--- src/rtl/fealcbc_pkg.sv ---
`timescale 1ns / 1ps
// ----------------------------------------------------------------------------
// fealcbc_pkg
// Shared types, register map and byte-wise mixing functions of the
// FEAL-style Feistel cipher with ECB and CBC modes.
// ----------------------------------------------------------------------------
package fealcbc_pkg;

    // Largest supported round count and the subkey store that it needs.
    localparam int MAX_ROUNDS = 8;
    localparam int KEY_WORDS  = (MAX_ROUNDS + 8) / 2;
    localparam int KADDR_W    = $clog2(KEY_WORDS);
    localparam int RCNT_W     = 4;

    // Configuration port.
    localparam int PADDR_W = 5;
    localparam int PDATA_W = 64;

    // Register indexes (paddr[4:3]).
    localparam logic [1:0] REG_KEY_LEFT    = 2'd0;
    localparam logic [1:0] REG_KEY_RIGHT   = 2'd1;
    localparam logic [1:0] REG_ROUND_COUNT = 2'd2;
    localparam logic [1:0] REG_INIT_VECTOR = 2'd3;

    localparam logic [RCNT_W-1:0] ROUND_COUNT_RESET = 4'd8;

    // Operating modes.
    localparam logic [1:0] MODE_ECB_ENC = 2'd0;
    localparam logic [1:0] MODE_ECB_DEC = 2'd1;
    localparam logic [1:0] MODE_CBC_ENC = 2'd2;
    localparam logic [1:0] MODE_CBC_DEC = 2'd3;

    // Which right-key term the schedule mixes in at a given step.
    typedef enum logic [1:0] {
        KX_Q,
        KX_KR1,
        KX_KR2
    } fealcbc_kx_t;

    // Commands from the controller to the datapath.
    typedef struct packed {
        logic               load;
        logic               sched_step;
        logic               sched_first;
        logic [KADDR_W-1:0] sched_idx;
        logic               sched_done;
        logic               round_step;
        logic               finish;
        logic [KADDR_W-1:0] key_raddr;
    } fealcbc_cmd_t;

    // Status from the datapath to the controller.
    typedef struct packed {
        logic reverse;
    } fealcbc_stat_t;

    // Step index modulo three, as a small table.
    function automatic fealcbc_kx_t kx_select(input logic [KADDR_W-1:0] idx);
        fealcbc_kx_t sel;
        case (idx)
            3'd0, 3'd3, 3'd6: sel = KX_Q;
            3'd1, 3'd4, 3'd7: sel = KX_KR1;
            default:          sel = KX_KR2;
        endcase
        return sel;
    endfunction

    // Round function F: byte adds with no rotation, top two key bytes only.
    function automatic logic [31:0] round_fn(input logic [31:0] d, input logic [31:0] k);
        logic [7:0] f1;
        logic [7:0] f2;
        f1 = d[23:16] ^ k[31:24] ^ d[31:24];
        f2 = d[15:8] ^ k[23:16] ^ d[7:0];
        f1 = f1 + f2 + 8'd1;
        f2 = f2 + f1;
        return {d[31:24] + f1, f1, f2, d[7:0] + f2 + 8'd1};
    endfunction

    // Key function Fk.
    function automatic logic [31:0] key_fn(input logic [31:0] a, input logic [31:0] b);
        logic [7:0] f1;
        logic [7:0] f2;
        f1 = a[23:16] ^ a[31:24];
        f2 = a[15:8] ^ a[7:0];
        f1 = f1 + (f2 ^ b[31:24]) + 8'd1;
        f2 = f2 + (f1 ^ b[23:16]);
        return {a[31:24] + (f1 ^ b[15:8]), f1, f2, a[7:0] + (f2 ^ b[7:0]) + 8'd1};
    endfunction

endpackage

--- src/rtl/fealcbc_ram.sv ---
`timescale 1ns / 1ps
// ----------------------------------------------------------------------------
// fealcbc_ram
// Generic single-write, single-read RAM with a registered read port.
// ----------------------------------------------------------------------------
module fealcbc_ram #(
    parameter int WIDTH = 32,
    parameter int DEPTH = 8
) (
    input  logic                     clk,
    input  logic                     we,
    input  logic [$clog2(DEPTH)-1:0] waddr,
    input  logic [WIDTH-1:0]         wdata,
    input  logic [$clog2(DEPTH)-1:0] raddr,
    output logic [WIDTH-1:0]         rdata
);

    logic [WIDTH-1:0] mem [DEPTH];
    logic [WIDTH-1:0] rdata_reg;

    // Write port and registered read port.
    always_ff @(posedge clk)
    begin
        if (we)
        begin
            mem[waddr] <= wdata;
        end
        rdata_reg <= mem[raddr];
    end

    assign rdata = rdata_reg;

endmodule

--- src/rtl/fealcbc_regs.sv ---
`timescale 1ns / 1ps
// ----------------------------------------------------------------------------
// fealcbc_regs
// Configuration register file behind the APB-style port, plus the flag that
// tells whether the stored subkeys match the current key and round count.
// ----------------------------------------------------------------------------
module fealcbc_regs (
    input  logic                             clk,
    input  logic                             rst_n,
    input  logic                             psel,
    input  logic                             penable,
    input  logic                             pwrite,
    input  logic [fealcbc_pkg::PADDR_W-1:0]  paddr,
    input  logic [fealcbc_pkg::PDATA_W-1:0]  pwdata,
    output logic [fealcbc_pkg::PDATA_W-1:0]  prdata,
    output logic                             pready,
    input  logic                             sched_done,
    output logic [63:0]                      key_left,
    output logic [63:0]                      key_right,
    output logic [63:0]                      init_vector,
    output logic [fealcbc_pkg::RCNT_W-1:0]   eff_rounds,
    output logic                             sched_ready
);

    logic [63:0]                    key_left_reg;
    logic [63:0]                    key_right_reg;
    logic [63:0]                    init_vector_reg;
    logic [fealcbc_pkg::RCNT_W-1:0] round_count_reg;
    logic                           sched_ready_reg;
    logic                           wr_en;
    logic [1:0]                     reg_idx;

    assign pready  = 1'b1;
    assign wr_en   = psel && penable && pwrite;
    assign reg_idx = paddr[4:3];

    // Register writes; a key or round change invalidates the subkeys.
    always_ff @(posedge clk or negedge rst_n)
    begin
        if (!rst_n)
        begin
            key_left_reg    <= '0;
            key_right_reg   <= '0;
            init_vector_reg <= '0;
            round_count_reg <= fealcbc_pkg::ROUND_COUNT_RESET;
            sched_ready_reg <= 1'b0;
        end
        else
        begin
            if (sched_done)
            begin
                sched_ready_reg <= 1'b1;
            end
            if (wr_en)
            begin
                case (reg_idx)
                    fealcbc_pkg::REG_KEY_LEFT:
                    begin
                        key_left_reg    <= pwdata;
                        sched_ready_reg <= 1'b0;
                    end
                    fealcbc_pkg::REG_KEY_RIGHT:
                    begin
                        key_right_reg   <= pwdata;
                        sched_ready_reg <= 1'b0;
                    end
                    fealcbc_pkg::REG_ROUND_COUNT:
                    begin
                        round_count_reg <= pwdata[fealcbc_pkg::RCNT_W-1:0];
                        sched_ready_reg <= 1'b0;
                    end
                    default:
                    begin
                        init_vector_reg <= pwdata;
                    end
                endcase
            end
        end
    end

    // Read back.
    always_comb
    begin
        case (reg_idx)
            fealcbc_pkg::REG_KEY_LEFT:    prdata = key_left_reg;
            fealcbc_pkg::REG_KEY_RIGHT:   prdata = key_right_reg;
            fealcbc_pkg::REG_ROUND_COUNT: prdata = 64'(round_count_reg);
            default:                      prdata = init_vector_reg;
        endcase
    end

    // Clamp the round count into 1..MAX_ROUNDS.
    always_comb
    begin
        if (round_count_reg == '0)
        begin
            eff_rounds = fealcbc_pkg::RCNT_W'(1);
        end
        else if (round_count_reg > fealcbc_pkg::RCNT_W'(fealcbc_pkg::MAX_ROUNDS))
        begin
            eff_rounds = fealcbc_pkg::RCNT_W'(fealcbc_pkg::MAX_ROUNDS);
        end
        else
        begin
            eff_rounds = round_count_reg;
        end
    end

    assign key_left    = key_left_reg;
    assign key_right   = key_right_reg;
    assign init_vector = init_vector_reg;
    assign sched_ready = sched_ready_reg;

endmodule

--- src/rtl/fealcbc_ctrl.sv ---
`timescale 1ns / 1ps
// ----------------------------------------------------------------------------
// fealcbc_ctrl
// Controller: sequences the key schedule, the rounds and the hand-off of
// each finished item to the output register.
// ----------------------------------------------------------------------------
module fealcbc_ctrl (
    input  logic                            clk,
    input  logic                            rst_n,
    input  logic                            in_valid,
    output logic                            in_stall,
    output logic                            out_valid,
    input  logic                            out_stall,
    input  logic [fealcbc_pkg::RCNT_W-1:0]  eff_rounds,
    input  logic                            sched_ready,
    input  fealcbc_pkg::fealcbc_stat_t      stat,
    output fealcbc_pkg::fealcbc_cmd_t       cmd
);

    typedef enum logic [2:0] {
        ST_IDLE,
        ST_SCHED,
        ST_PREFETCH,
        ST_ROUND,
        ST_FINISH
    } state_t;

    state_t                              state_reg;
    logic [fealcbc_pkg::KADDR_W-1:0]     cnt_reg;
    logic                                out_valid_reg;

    logic [fealcbc_pkg::RCNT_W:0]        words_sum;
    logic [fealcbc_pkg::KADDR_W-1:0]     words_m1;
    logic [fealcbc_pkg::KADDR_W-1:0]     rounds_m1;
    logic [fealcbc_pkg::KADDR_W-1:0]     key_idx;
    logic                                accept;
    logic                                finish;

    // Last subkey word index and last round index.
    assign words_sum = (fealcbc_pkg::RCNT_W+1)'(eff_rounds) + (fealcbc_pkg::RCNT_W+1)'(8);
    assign words_m1  = fealcbc_pkg::KADDR_W'((words_sum >> 1) - 1'b1);
    assign rounds_m1 = fealcbc_pkg::KADDR_W'(eff_rounds - 1'b1);

    assign accept = (state_reg == ST_IDLE) && in_valid;
    assign finish = (state_reg == ST_FINISH) && (!out_valid_reg || !out_stall);

    // Subkey index for the round fetched next; decrypt walks backwards.
    always_comb
    begin
        logic [fealcbc_pkg::KADDR_W-1:0] k;
        k = (state_reg == ST_ROUND) ? cnt_reg + 1'b1 : '0;
        key_idx = stat.reverse ? rounds_m1 - k : k;
    end

    // Commands to the datapath.
    always_comb
    begin
        cmd             = '0;
        cmd.load        = accept;
        cmd.sched_step  = (state_reg == ST_SCHED);
        cmd.sched_first = (cnt_reg == '0);
        cmd.sched_idx   = cnt_reg;
        cmd.sched_done  = (state_reg == ST_SCHED) && (cnt_reg == words_m1);
        cmd.round_step  = (state_reg == ST_ROUND);
        cmd.finish      = finish;
        cmd.key_raddr   = key_idx;
    end

    // State, step counter and output valid.
    always_ff @(posedge clk or negedge rst_n)
    begin
        if (!rst_n)
        begin
            state_reg     <= ST_IDLE;
            cnt_reg       <= '0;
            out_valid_reg <= 1'b0;
        end
        else
        begin
            if (finish)
            begin
                out_valid_reg <= 1'b1;
            end
            else if (out_valid_reg && !out_stall)
            begin
                out_valid_reg <= 1'b0;
            end

            case (state_reg)
                ST_IDLE:
                begin
                    cnt_reg <= '0;
                    if (in_valid)
                    begin
                        state_reg <= sched_ready ? ST_PREFETCH : ST_SCHED;
                    end
                end
                ST_SCHED:
                begin
                    if (cnt_reg == words_m1)
                    begin
                        cnt_reg   <= '0;
                        state_reg <= ST_PREFETCH;
                    end
                    else
                    begin
                        cnt_reg <= cnt_reg + 1'b1;
                    end
                end
                ST_PREFETCH:
                begin
                    cnt_reg   <= '0;
                    state_reg <= ST_ROUND;
                end
                ST_ROUND:
                begin
                    if (cnt_reg == rounds_m1)
                    begin
                        cnt_reg   <= '0;
                        state_reg <= ST_FINISH;
                    end
                    else
                    begin
                        cnt_reg <= cnt_reg + 1'b1;
                    end
                end
                ST_FINISH:
                begin
                    if (finish)
                    begin
                        state_reg <= ST_IDLE;
                    end
                end
                default:
                begin
                    state_reg <= ST_IDLE;
                end
            endcase
        end
    end

    assign in_stall  = (state_reg != ST_IDLE);
    assign out_valid = out_valid_reg;

endmodule

--- src/rtl/fealcbc_dp.sv ---
`timescale 1ns / 1ps
// ----------------------------------------------------------------------------
// fealcbc_dp
// Datapath: CBC chaining, the shared key-schedule step, the shared round
// unit and the output register.
// ----------------------------------------------------------------------------
module fealcbc_dp (
    input  logic                              clk,
    input  logic                              rst_n,
    input  fealcbc_pkg::fealcbc_cmd_t         cmd,
    output fealcbc_pkg::fealcbc_stat_t        stat,
    input  logic [1:0]                        mode,
    input  logic [63:0]                       data_block,
    input  logic                              first_of_message,
    input  logic [63:0]                       key_left,
    input  logic [63:0]                       key_right,
    input  logic [63:0]                       init_vector,
    output logic                              key_we,
    output logic [fealcbc_pkg::KADDR_W-1:0]   key_waddr,
    output logic [31:0]                       key_wdata,
    input  logic [31:0]                       key_rdata,
    output logic [63:0]                       result_block
);

    logic [1:0]  mode_reg;
    logic [31:0] l_reg;
    logic [31:0] r_reg;
    logic [63:0] chain_reg;
    logic [63:0] chain_used_reg;
    logic [63:0] data_reg;
    logic [63:0] result_reg;
    logic [31:0] ka_reg;
    logic [31:0] kb_reg;
    logic [31:0] kd_reg;

    logic [63:0] chain_sel;
    logic [63:0] blk_in;
    logic [31:0] q_term;
    logic [31:0] x_term;
    logic [31:0] ka_next;
    logic [63:0] res_next;

    // Chain value for this item: the init vector on the first CBC block.
    assign chain_sel = (mode[1] && first_of_message) ? init_vector : chain_reg;
    assign blk_in    = (mode == fealcbc_pkg::MODE_CBC_ENC) ? (data_block ^ chain_sel)
                                                           : data_block;

    // One schedule step: pick the right-key term, fold in d, apply Fk.
    assign q_term = key_right[63:32] ^ key_right[31:0];
    always_comb
    begin
        case (fealcbc_pkg::kx_select(cmd.sched_idx))
            fealcbc_pkg::KX_Q:   x_term = kb_reg ^ q_term;
            fealcbc_pkg::KX_KR1: x_term = kb_reg ^ key_right[63:32];
            default:             x_term = kb_reg ^ key_right[31:0];
        endcase
        if (!cmd.sched_first)
        begin
            x_term = x_term ^ kd_reg;
        end
    end
    assign ka_next = fealcbc_pkg::key_fn(ka_reg, x_term);

    assign key_we    = cmd.sched_step;
    assign key_waddr = cmd.sched_idx;
    assign key_wdata = ka_next;

    // Result: the two halves swapped, XORed with the chain value for CBC decrypt.
    assign res_next = (mode_reg == fealcbc_pkg::MODE_CBC_DEC) ? ({r_reg, l_reg} ^ chain_used_reg)
                                                             : {r_reg, l_reg};

    // Item, schedule and round registers.
    always_ff @(posedge clk)
    begin
        if (cmd.load)
        begin
            mode_reg       <= mode;
            l_reg          <= blk_in[63:32];
            r_reg          <= blk_in[31:0];
            chain_used_reg <= chain_sel;
            data_reg       <= data_block;
            ka_reg         <= key_left[63:32];
            kb_reg         <= key_left[31:0];
            kd_reg         <= key_left[63:32];
        end
        else
        begin
            if (cmd.sched_step)
            begin
                kd_reg <= ka_reg;
                ka_reg <= kb_reg;
                kb_reg <= ka_next;
            end
            if (cmd.round_step)
            begin
                l_reg <= r_reg;
                r_reg <= l_reg ^ fealcbc_pkg::round_fn(r_reg, key_rdata);
            end
        end
        if (cmd.finish)
        begin
            result_reg <= res_next;
        end
    end

    // CBC chain: ciphertext out on encrypt, ciphertext in on decrypt.
    always_ff @(posedge clk or negedge rst_n)
    begin
        if (!rst_n)
        begin
            chain_reg <= '0;
        end
        else if (cmd.finish)
        begin
            if (mode_reg == fealcbc_pkg::MODE_CBC_ENC)
            begin
                chain_reg <= res_next;
            end
            else if (mode_reg == fealcbc_pkg::MODE_CBC_DEC)
            begin
                chain_reg <= data_reg;
            end
        end
    end

    assign stat.reverse = mode_reg[0];
    assign result_block = result_reg;

endmodule

--- src/rtl/feal_style_feistel_cipher_cbc_top.sv ---
`timescale 1ns / 1ps
// ----------------------------------------------------------------------------
// feal_style_feistel_cipher_cbc_top
// FEAL-style 64-bit Feistel block cipher with ECB and CBC modes.
// ----------------------------------------------------------------------------
// One item is one 64-bit block and gives one 64-bit result. The block works
// on one item at a time through a single shared round unit. After it is
// accepted, an item passes through a subkey prefetch from the subkey RAM,
// the rounds and the hand-off to the output register, and the next item is
// taken only once the block is idle again after that hand-off. A round count
// of zero runs as one round and a count above eight runs as eight. After a
// write to key_left, key_right or round_count the first item also runs the
// key schedule, one subkey word per cycle, for (round_count + 8) / 2 subkey
// words. The next item is taken while a result still waits in the output
// register; its hand-off then waits until that result leaves. The CBC chain
// reloads from init_vector when first_of_message is set in a CBC mode.
// ----------------------------------------------------------------------------
module feal_style_feistel_cipher_cbc_top (
    input  logic                            clk,
    input  logic                            rst_n,
    input  logic                            in_valid,
    output logic                            in_stall,
    input  logic [1:0]                      mode,
    input  logic [63:0]                     data_block,
    input  logic                            first_of_message,
    output logic                            out_valid,
    input  logic                            out_stall,
    output logic [63:0]                     result_block,
    input  logic                            psel,
    input  logic                            penable,
    input  logic                            pwrite,
    input  logic [fealcbc_pkg::PADDR_W-1:0] paddr,
    input  logic [fealcbc_pkg::PDATA_W-1:0] pwdata,
    output logic [fealcbc_pkg::PDATA_W-1:0] prdata,
    output logic                            pready
);

    fealcbc_pkg::fealcbc_cmd_t       cmd;
    fealcbc_pkg::fealcbc_stat_t      stat;
    logic [63:0]                     key_left;
    logic [63:0]                     key_right;
    logic [63:0]                     init_vector;
    logic [fealcbc_pkg::RCNT_W-1:0]  eff_rounds;
    logic                            sched_ready;
    logic                            key_we;
    logic [fealcbc_pkg::KADDR_W-1:0] key_waddr;
    logic [31:0]                     key_wdata;
    logic [31:0]                     key_rdata;

    fealcbc_regs u_regs (
        .clk         (clk),
        .rst_n       (rst_n),
        .psel        (psel),
        .penable     (penable),
        .pwrite      (pwrite),
        .paddr       (paddr),
        .pwdata      (pwdata),
        .prdata      (prdata),
        .pready      (pready),
        .sched_done  (cmd.sched_done),
        .key_left    (key_left),
        .key_right   (key_right),
        .init_vector (init_vector),
        .eff_rounds  (eff_rounds),
        .sched_ready (sched_ready)
    );

    fealcbc_ctrl u_ctrl (
        .clk         (clk),
        .rst_n       (rst_n),
        .in_valid    (in_valid),
        .in_stall    (in_stall),
        .out_valid   (out_valid),
        .out_stall   (out_stall),
        .eff_rounds  (eff_rounds),
        .sched_ready (sched_ready),
        .stat        (stat),
        .cmd         (cmd)
    );

    fealcbc_dp u_dp (
        .clk              (clk),
        .rst_n            (rst_n),
        .cmd              (cmd),
        .stat             (stat),
        .mode             (mode),
        .data_block       (data_block),
        .first_of_message (first_of_message),
        .key_left         (key_left),
        .key_right        (key_right),
        .init_vector      (init_vector),
        .key_we           (key_we),
        .key_waddr        (key_waddr),
        .key_wdata        (key_wdata),
        .key_rdata        (key_rdata),
        .result_block     (result_block)
    );

    // Subkey store.
    fealcbc_ram #(
        .WIDTH (32),
        .DEPTH (fealcbc_pkg::KEY_WORDS)
    ) u_key_ram (
        .clk   (clk),
        .we    (key_we),
        .waddr (key_waddr),
        .wdata (key_wdata),
        .raddr (cmd.key_raddr),
        .rdata (key_rdata)
    );

endmodule

--- config.mk ---
export PLATFORM = sky130hd
export DESIGN_NAME = feal_style_feistel_cipher_cbc_top
export DESIGN_NICKNAME = d
export VERILOG_FILES = /design/src/rtl/fealcbc_pkg.sv /design/src/rtl/fealcbc_ram.sv /design/src/rtl/fealcbc_regs.sv /design/src/rtl/fealcbc_ctrl.sv /design/src/rtl/fealcbc_dp.sv /design/src/rtl/feal_style_feistel_cipher_cbc_top.sv
export SDC_FILE = /design/constraint.sdc
export NUM_CORES = 1
export LEC_CHECK = 0
export BUFFER_PORTS_ARGS = -buffer_cell sky130_fd_sc_hd__clkbuf_2
export CORE_MARGIN = 4
export CORE_UTILIZATION = 55
export DETAILED_ROUTE_END_ITERATION = 16
export PLACE_DENSITY = 0.74
export SETUP_SLACK_MARGIN = 0.02
export SLEW_MARGIN = 20
export SYNTH_ARGS = -nofsm -noshare
export SYNTH_HDL_FRONTEND = slang
export SYNTH_SLANG_ARGS = --single-unit
--- constraint.sdc ---
create_clock -name clk -period 23.5 [get_ports clk]
set_input_delay 3.525 -clock clk [delete_from_list [all_inputs] [get_ports clk]]
set_output_delay 3.525 -clock clk [all_outputs]
set_load 0.02 [all_outputs]
Word level (Yosys, flattened, before mapping)
Memory sizes are Yosys's and may differ from the RTL's. A register that Yosys moved wholly into a read port is not among the register bits.
Cells that the tools add are included.
Cells by class
  $add $sub $neg: 17
  magnitude comparators: 1
  equality and inequality tests: 21
  multiplexer cells: 39
  bitwise logic cells: 19
  reduce and logical (&&, ||, !) cells: 31
Operators with widths (number)
  $mux 32: 11
  $mux 64: 5
  $pmux 64 s3: 1
  $xor 32x32->32: 6
  $xor 64x64->64: 2
  $xor 8x8->8: 10
  $add 8x8->8: 8
  $pmux 32 s2: 1
  $add 8x1->8 const B: 4
  $mux 3: 8
  $pmux 3 s5: 1
  $eq 3x3->1 const B: 4
  $reduce_and 2->1: 5
  $eq 3x2->1 const B: 3
  $pmux 3 s3: 1
  $reduce_or 3->1: 3
  $eq 2x2->1 const B: 4
  $mux 4: 2
  $reduce_bool 2->1: 4
  $logic_and 1x1->1: 7
  $mux 1: 7
  $eq 3x1->1 const B: 2
  $eq 3x3->1: 2
  $logic_not 3->1: 2
  18 further kinds: 25
Storage, ports and cells
  bits in registers: 622
  bits in writable memories: 256
  input port bits: 143
  memories: 1
Memories
  u_key_ram.mem: words 8, bits a word 32, read ports 1, clocked after Yosys merged registers in 1, write ports 1, line fealcbc_ram.sv:18  | logic [WIDTH-1:0] mem [DEPTH];

Depth between registers and ports, before layout
  depth after elaboration: 17
  gate-level depth with buffers: 33
  gate-level depth less buffers: 29

Cells and area by module
Synthesis repeated with hierarchy kept, for this count alone.
Second synthesis, totals
  cells, all modules: 3051
  area total of the unflattened synthesis: 42390.7 um^2
By module, submodules not included
  fealcbc_dp: instances 1, cells an instance 1928, area each 22256.3 um^2
  fealcbc_ram: instances 1, cells an instance 415, area each 10466.3 um^2
  fealcbc_regs: instances 1, cells an instance 634, area each 9016.1 um^2
  fealcbc_ctrl: instances 1, cells an instance 74, area each 651.9 um^2

Worst setup path before layout
OpenSTA, ideal clock, no wires.
  path type: input to register
  from: in in_valid
  to: reg u_dp.ka_reg[0], enable pin
  setup time: 0.668 ns
  data arrival time: 10.047 ns
  path slack: 12.785 ns
  cell stages on the path: 2
  path buffers: 0
  cell sequence: nor2_1 -> nor3_1
Between the ends
  word-level cells in the longest chain between the ends: 2
RTL lines
  start: declaration: line feal_style_feistel_cipher_cbc_top.sv:21  | input logic in_valid,
  $logic_and 1x1->1: line fealcbc_ctrl.sv:44  | assign accept = (state_reg == ST_IDLE) && in_valid;
  $reduce_bool 2->1 (no line)
  end signal: assignment: line fealcbc_dp.sv:82  | ka_reg <= key_left[63:32];
  end signal: assignment: line fealcbc_dp.sv:91  | ka_reg <= kb_reg;
  end: declaration: line fealcbc_dp.sv:32  | logic [31:0] ka_reg;
Every way passes these cells.
A chain may end at the register's enable or synchronous reset.

Worst setup path after layout
  from: in paddr[3] in the netlist's numbering
  to: out prdata[23] in the netlist's numbering
Between the ends
  word-level cells in the longest chain between the ends: 2
RTL lines
  start: declaration: line feal_style_feistel_cipher_cbc_top.sv:32  | input logic [fealcbc_pkg::PADDR_W-1:0] paddr,
  $eq 2x2->1, or another cell as far along: line fealcbc_regs.sv:84  | case (reg_idx)
  $pmux 64 s3 (*): line fealcbc_regs.sv:84
  end: declaration: line feal_style_feistel_cipher_cbc_top.sv:34  | output logic [fealcbc_pkg::PDATA_W-1:0] prdata,
Mark *: on every way between the ends. The rest lies on a longest branch, timed or not.

==> impl_metrics.json <==
{
  "outcome": "complete, no violations",
  "drt-initial-drc-count": 2268,
  "ant_nets": 0,
  "cts_root_buf": "clkbuf_16",
  "skew_ns": 0.0230,
  "synth_warnings": 0,
  "yosysMostFrequentCell": "nand2_1",
  "finalHoldViolCount": 0,
  "initial_core_util": 0.555,
  "routed_wl_um": 99400,
  "gp_congestion": 0.883,
  "hold_path_class": "flip-flop to flip-flop",
  "path_delay_family": "buffers and inverters",
  "cpPeakStageDelay_ns": 0.89,
  "setup_viol": 0,
  "post-place-ws_ns": 14.03,
  "die_y_um": 265,
  "hpwl_um": 66800,
  "io_pins": 274,
  "min_period_ns": 9.55,
  "tns_ns": 0,
  "synth_seq_cells": 766,
  "cts_hold_buf": 0,
  "drive_gt1_frac": 0.238,
  "critPathKind": "input port to output pin",
  "postCtsSetupBuffers": 0,
  "worstMarginPinSlew_ns": 1.16,
  "first_global_vias": 23500,
  "crit_top_cell": "buf_4",
  "r2r_start": "u_ctrl.cnt_reg[2]",
  "syn-num-nets": 3088,
  "cp-end-kind": "output pin",
  "largest_reg_flops": 128,
  "multi_input_area_sq_um": 14300,
  "synth_top_area_share": 0.398,
  "cp.arrival_ns": 6.03,
  "synth_top_area_cell": "edfxtp_1",
  "clk_pin_slew_worst_paths_ns": 0.06,
  "relSlewSlack": 0.227,
  "critPathBufInv": 3,
  "cts_sinks": 766,
  "clockBufferDepth": 3,
  "yosysUniqueCellTypes": 54,
  "cap_violations": 0,
  "coreArea_sq_um": 65600,
  "fillerInstances": 4998,
  "ctsResizeCount": 0,
  "synth_commonest_cells": "nand2_1 (608), edfxtp_1 (482), mux2_2 (275), xnor2_1 (275), dfrtp_1 (267)",
  "cp_slowest_cell": "buf_4",
  "ff_latch_area_sq_um": 21500,
  "track_usage": 0.276,
  "async_reset_ff_frac": 0.350,
  "finalCritPeriodShare": 0.406,
  "setup_ws_ns": 13.95,
  "netlist_instances": 2871,
  "vias_per_cell": 5.85,
  "synth_ff_type": "edfxtp_1",
  "grt_max_degree": 165,
  "dieArea_sq_um": 70300,
  "ys_seq_area_frac": 0.591,
  "syn_to_final_growth_pct": 13.1,
  "die_w_um": 265,
  "drc": 0,
  "clk_latency_ns": 0.62,
  "crit_required_ns": 19.98,
  "htree_levels": 3,
  "grt_setup_unrepaired": "false",
  "startpoint": "paddr[3]",
  "hp-start": "u_dp.chain_reg[60]",
  "grt_pass1_wl_um": 147000,
  "vias": 23600,
  "fp-row-count": 94,
  "synthTopCellsByArea": "edfxtp_1 (40%), dfrtp_1 (18%), mux2_2 (8.5%)",
  "cts_buffers": 79,
  "firstDrtPassIters": 5,
  "synth-edff-count": 482,
  "worst-path-max-fanout": 51,
  "clock.fmax_mhz": 105,
  "largest-register": "u_key_ram.mem",
  "avgSynthCellArea_sq_um": 12.7,
  "drt-wirelength-per-cell_um": 24.6,
  "nNetsFinal": 3325,
  "cts_tree": "yes",
  "crit_chain": "buf_4 > buf_4 > mux2i_1 > o21ai_0 > clkbuf_2",
  "antenna_found_initial": 13,
  "overflow": 0,
  "portBuffers": 269,
  "netlist_area_sq_um": 36400,
  "finalMaxSlewViolations": 0,
  "crit_path_start_kind": "input port"
}
==> per-layer routing <==
| metal | vias up | GRT usage | wire [um] |
|---|---|---|---|
| met5 | - | 0 | 13 |
| met3 | 184 | 0.0449 | 7990 |
| met2 | 1075 | 0.441 | 47000 |
| met1 | 11900 | 0.395 | 41000 |
| met4 | 2 | 0.0884 | 3370 |
| li1 | 10500 | - | - |
==> layout by cell type (no fill, tap or decap), types with 40 or more instances in the layout <==
| master | Yosys | final |
|---|---|---|
| ha_1 | 65 | 65 |
| o21ai_0 | 205 | 205 |
| nand2_1 | 608 | 605 |
| mux2_2 | 275 | 275 |
| clkbuf_2 | 0 | 267 |
| clkbuf_16 | 0 | 82 |
| xnor2_1 | 275 | 274 |
| mux2i_1 | 122 | 122 |
| edfxtp_1 | 482 | 482 |
| nor2_1 | 47 | 40 |
| dfrtp_1 | 267 | 267 |
| xor2_1 | 111 | 111 |
| a21oi_1 | 57 | 55 |
==> final cells by class <==
| class | instances | area share |
|---|---|---|
| flip-flops and latches | 766 | 0.522 |
| multi-input cells | 1931 | 0.349 |
| well taps | 864 | 0.0263 |
| inverters | 36 | 0.00347 |
| repair buffers | 294 | 0.0376 |
| clock buffers | 115 | 0.0551 |
| clock inverters | 32 | 0.00623 |
| diodes | 5 | 0.000304 |
==> worst register-to-register path, delay by kind of cell (launching register included) <==
family | cells | cell delay [ns]
AND/OR/NAND/NOR | 5 | 1.11
adder cells (fa/ha/maj) | 5 | 1.50
flip-flops | 1 | 0.73
AO/OA/AOI/OAI | 6 | 0.95
multiplexers | 1 | 0.28
buffers and inverters | 2 | 0.49
XOR/XNOR | 10 | 2.79
==> worst paths after layout <==
| path | cells past startpoint | slack [ns] | end |
|---|---|---|---|
| setup / recovery | 5 | 13.95 | prdata[23] |
| hold / removal | 2 | 0.48 | u_dp.chain_reg[60] |
| setup reg to reg | 29 | 15.39 | u_dp.kb_reg[7] |
| hold reg to reg | 2 | 0.48 | u_dp.chain_reg[60] |
| max in group asynchronous | 3 | 18.28 | u_regs.key_right[46] |
| min in group asynchronous | 1 | 2.91 | u_dp.chain_reg[61] |
==> per-stage QoR <==
step                      cells  hold WS, ns  utilization  area (sq um)
final                      4043        0.478        0.627         41200
after detailed placement   3891        0.469        0.588         38600
after CTS                  4038        0.484        0.627         41100
after global placement     3891        0.458        0.588         38600
after global routing       4041        0.500        0.627         41200
after floorplan            2871        0.444            -         36400
==> kinds of logic (layout without fill, tap and decap cells) <==
kind of cell / Yosys count / count (layout) / synth area share
other cells: 1 / 6 / 0.000103
mux: 441 / 441 / 0.144
flops: 766 / 766 / 0.591
compound gates: 294 / 294 / 0.0428
simple gates: 726 / 726 / 0.0795
fa+ha+maj: 74 / 74 / 0.0273
xor+xnor: 395 / 395 / 0.0976
buf+inv: 174 / 477 / 0.0184
Power is left out: the tool's default activity adds up to more than one toggle a clock period on the data nets, which glitch-free logic cannot reach.
